`src/hdl/pftp_pkg.sv`:
```
`timescale 1ns / 1ps
// ----------------------------------------------------------------------------
// pftp_pkg: shared types and constants for the true-peak detector
// Field widths, command codes and the front-to-back job record.
// ----------------------------------------------------------------------------
package pftp_pkg;

   localparam int ROWS_DEFAULT   = 15;
   localparam int TAPS_DEFAULT   = 129;
   localparam int FRAMES_DEFAULT = 1024;

   localparam int SAMPLE_W = 24;
   localparam int INDEX_W  = 11;
   localparam int PEAK_W   = 40;
   localparam int FRAME_W  = 10;
   localparam int ACC_W    = 64;
   localparam int PROD_W   = 48;

   localparam logic CMD_SAMPLE = 1'b0;
   localparam logic CMD_COEF   = 1'b1;

   // Job handed from front to back: one completed frame to evaluate.
   typedef struct packed {
      logic [FRAME_W-1:0] frame_index;
      logic               last_in_block;
   } job_type;

endpackage

```
`src/hdl/pftp_front.sv`:
```
`timescale 1ns / 1ps
// ----------------------------------------------------------------------------
// pftp_front: input classifier and sample history
// Takes coefficient loads and sample pairs, tracks the block position and
// emits one job per completed frame into the job register.
// ----------------------------------------------------------------------------
module pftp_front #(
   parameter int TAPS   = pftp_pkg::TAPS_DEFAULT,
   parameter int FRAMES = pftp_pkg::FRAMES_DEFAULT,
   parameter int POS_W  = $clog2(FRAMES + TAPS)
) (
   input  logic                          clock,
   input  logic                          reset,
   input  logic                          in_valid,
   output logic                          in_ready,
   input  logic                          cmd,
   // job side
   output logic                          job_valid,
   input  logic                          job_ready,
   output pftp_pkg::job_type             job,
   // history write (sample pair) and back busy
   output logic                          hist_we,
   input  logic                          back_busy
);
   localparam int BLOCK = FRAMES + TAPS - 1;

   logic [POS_W-1:0] pos_ff, pos_in;
   logic             is_sample;
   logic             fires;
   logic [POS_W-1:0] frame;

   // Hold all intake while a job is pending or the back is busy.
   assign in_ready  = ~back_busy & ~job_valid;
   assign is_sample = in_valid && in_ready && (cmd == pftp_pkg::CMD_SAMPLE);
   assign hist_we   = is_sample;
   assign fires     = is_sample && (pos_ff >= POS_W'(TAPS - 1));
   assign frame     = pos_ff - POS_W'(TAPS - 1);

   // Advance the block position, wrapping at the block length.
   always_comb begin
      pos_in = pos_ff;
      if (is_sample) begin
         if (pos_ff == POS_W'(BLOCK - 1)) begin
            pos_in = '0;
         end else begin
            pos_in = pos_ff + POS_W'(1);
         end
      end
   end

   always_ff @(posedge clock) begin
      if (reset) begin
         pos_ff    <= '0;
         job_valid <= 1'b0;
      end else begin
         pos_ff <= pos_in;
         if (fires) begin
            job_valid <= 1'b1;
         end else if (job_ready) begin
            job_valid <= 1'b0;
         end
      end
   end

   // Job payload.
   always_ff @(posedge clock) begin
      if (fires) begin
         job.frame_index   <= pftp_pkg::FRAME_W'(frame);
         job.last_in_block <= (frame == POS_W'(FRAMES - 1));
      end
   end

   assert property (@(posedge clock) disable iff (reset) fires |=> job_valid)
      else $error("frame without job");
   assert property (@(posedge clock) disable iff (reset) pos_ff < POS_W'(BLOCK))
      else $error("position out of block");
   assert property (@(posedge clock) disable iff (reset) job_valid |-> !in_ready)
      else $error("intake open with pending job");
endmodule

```
`config.mk`:
```
export PLATFORM = sky130hd
export DESIGN_NAME = pftp_front
export DESIGN_NICKNAME = d
export VERILOG_FILES = /design/src/hdl/pftp_pkg.sv /design/src/hdl/pftp_front.sv
export SDC_FILE = /design/constraint.sdc
export NUM_CORES = 1
export LEC_CHECK = 0
export BUFFER_PORTS_ARGS = -buffer_cell sky130_fd_sc_hd__clkbuf_2
export CAP_MARGIN = 10
export CORE_MARGIN = 2
export CORE_UTILIZATION = 56
export DETAILED_ROUTE_END_ITERATION = 16
export GPL_TIMING_DRIVEN = 0
export HOLD_SLACK_MARGIN = 0.02
export PLACE_DENSITY = 0.84
export SYNTH_ARGS = -nofsm -noshare
export SYNTH_HDL_FRONTEND = slang
export SYNTH_SLANG_ARGS = --single-unit
```
`constraint.sdc`:
```
create_clock -name clock -period 5.5 [get_ports clock]
set_clock_uncertainty 0.2 [all_clocks]
set_input_delay 0.55 -clock clock [delete_from_list [all_inputs] [get_ports clock]]
set_output_delay 0.55 -clock clock [all_outputs]
set_load 0.02 [all_outputs]
```
==> metrics <==
Synth warnings=0; DIE WIDTH=~47 µm; CP Class=register to register; Routed wire per std cell=between 10 and 15 µm; synthesized area=between 1000 and 1500 µm²; largest net degree at the start of global routing=13; Final Critical Period=between 2 and 2.5 ns; FF+latch count, synth=23; Syn Area/Cell=10.6 µm²; pins over their slew limit=0; cts repair resizes=0; worst-path fanout max=11; number of global-route vias before repair=approximately 640; Total GRT Usage=0.185; initial antenna violation count=0; share of cells above drive strength 1=0.215; hold-fix buffers at CTS=0; CTS tree=yes; antenna cell count=0; DRT iter0 DRCs=10; RSZ-0062 raised after global routing=false; crit path DAT=around 2.2 ns; Slew headroom=0.433; DRC Markers=0; Setup crit end kind=register; Routed Antenna Nets=0; Max clock buf depth=2; CTS H-Tree Depth=1; setup repair bufs after CTS=0; worst slew pin tran=0.848 ns; Initial Util=0.601; power per cell area=221 nW/µm²; Final Hold Fails=0; total number of vias=approximately 790; Clock transition at path regs=roughly 0.11 ns; most common cell in the netlist=dfxtp_1; Via density=around 5.4; Site Rows=15; Inserted Clock Buffers=3; design area=1190 µm²; leading area contributor after synthesis=edfxtp_1; final setup TNS=0 ns; GRT overflow=0; IO Port Bufs=19; top_reg_cell synth=dfxtp_1; fmax=around 0.41 GHz; ys async rst share=0; Worst Min Path Start=reset; Die Ht=47.1 µm; Setup-failing EPs final=0; Syn Nets=around 110; crit share post-route=0.448; top cells by count, synth=dfxtp_1 (12), edfxtp_1 (11), nor2_1 (11), inv_1 (9), nand2_1 (8); die footprint=2220 µm²; maximum capacitance violations=0; CP Launch Type=register; launching point of the worst reg2reg path=pos_ff[7]; area delta synth->final=14.7%; DRT Wirelength=between 1500 and 2000 µm; Synth top area share=0.318; worst hold path type=input pin to register; Area contributors post-synth=edfxtp_1 (32%), dfxtp_1 (23%), ha_1 (4.8%); clock sinks=23; fillers=about 160; Post-synth EDFFs=11; Netlist cell types=29; Min Hold Slack=about 0.30 ns; register area share after synthesis=0.549; fin nets=132; run status=complete, no violations; first-pass GRT wire length=2770 µm; GPL Wtd Cong=0.810; Clk Latency, worst-skew pair=~0.30 ns; drt pass-1 iters=4; Ports=20; Placeable Area=approximately 1700 µm²; Worst Path Required=between 5 and 6 ns; Leakage Power=about 0.44 nW; Cells after Synth=98; Critical path origin=pos_ff[7]; Root Driver=clkbuf_4; placed cell areas=between 1000 and 1500 µm²; HPWL after DPL=approximately 1300 µm; VDD IR max=about 0.00017 V
==> registers in the layout, summed over array words and instances (netlist names) <==
name,cells
job,11
job_valid,1
pos_ff,11
==> layout by cell type, fill, tap and decap left out, types with 4 or more instances in the layout <==
master     n
inv_1      9
nor3_1     4
nand2_1    8
nor2_1    11
nand3_1    4
a21oi_1    4
dfxtp_1   12
ha_1       4
nand4_1    4
xnor2_1    5
clkbuf_2  19
edfxtp_1  11
==> metal layers <==
| metal | track usage | share of wire |
|---|---|---|
| met5 | 0 | 0 |
| met4 | 0.100 | 0.025 |
| met3 | 0.0346 | 0.055 |
| met2 | 0.301 | 0.48 |
| met1 | 0.233 | 0.44 |
==> report_power, final <==
| group | switching, mW | internal (mW) | leakage, nW |
|---|---|---|---|
| sequential | 0.000541 | 0.178 | 0.204 |
| clock | 0.0464 | 0.0283 | 0.0150 |
| combinational | 0.00570 | 0.00384 | 0.226 |
==> per-stage QoR <==
| step | total power [mW] | cells | setup slack (ns) | util |
|---|---|---|---|---|
| 2_1_floorplan | 0.188 | 98 | 3.20 | - |
| 3_3_place_gp | 0.192 | 142 | 2.94 | 0.675 |
| 3_5_place_dp | 0.192 | 142 | 2.90 | 0.675 |
| 4_1_cts | 0.265 | 146 | 3.00 | 0.690 |
| 5_1_grt | 0.271 | 146 | 2.85 | 0.690 |
| 6_report | 0.263 | 146 | 3.03 | 0.690 |
==> critical path, stage by stage, from the launching register on <==
cell and delay, ns:
dfxtp_1 0.35, clkbuf_1 0.30, inv_1 0.15, ha_1 0.24, nand2b_1 0.11, a211oi_1 0.08
nor2_1 0.67
==> cells by family (layout without fill, tap and decap cells) <==
logic type      after synthesis  in the layout  synth area share
fa+ha+maj                     4              4            0.0482
flops                        23             23             0.549
buf+inv                      11             34            0.0470
compound gates               12             12            0.0831
xor+xnor                      7              7            0.0590
simple gates                 41             41             0.213
==> layout make-up <==
| cell class | count | area (µm²) | area share |
|---|---|---|---|
| buffer | 2 | 15.0 | 0.0126 |
| clock buffer | 4 | 26.3 | 0.0221 |
| sequential | 23 | 571 | 0.479 |
| tap | 25 | 31.3 | 0.0263 |
| timing repair buffer | 19 | 95.1 | 0.0798 |
| multi-input combinational | 64 | 419 | 0.352 |
| inverter | 9 | 33.8 | 0.0284 |
==> path summary, 6_finish.rpt <==
kind                                  end  slack, ns  cells past startpoint
worst max-delay path               job[1]       3.03                      6
worst min register to register  pos_ff[0]       0.33                      2
worst max register to register     job[1]       3.03                      6
worst min-delay path            pos_ff[8]       0.30                      2
No activity file was read; power rests on OpenSTA's default activity.
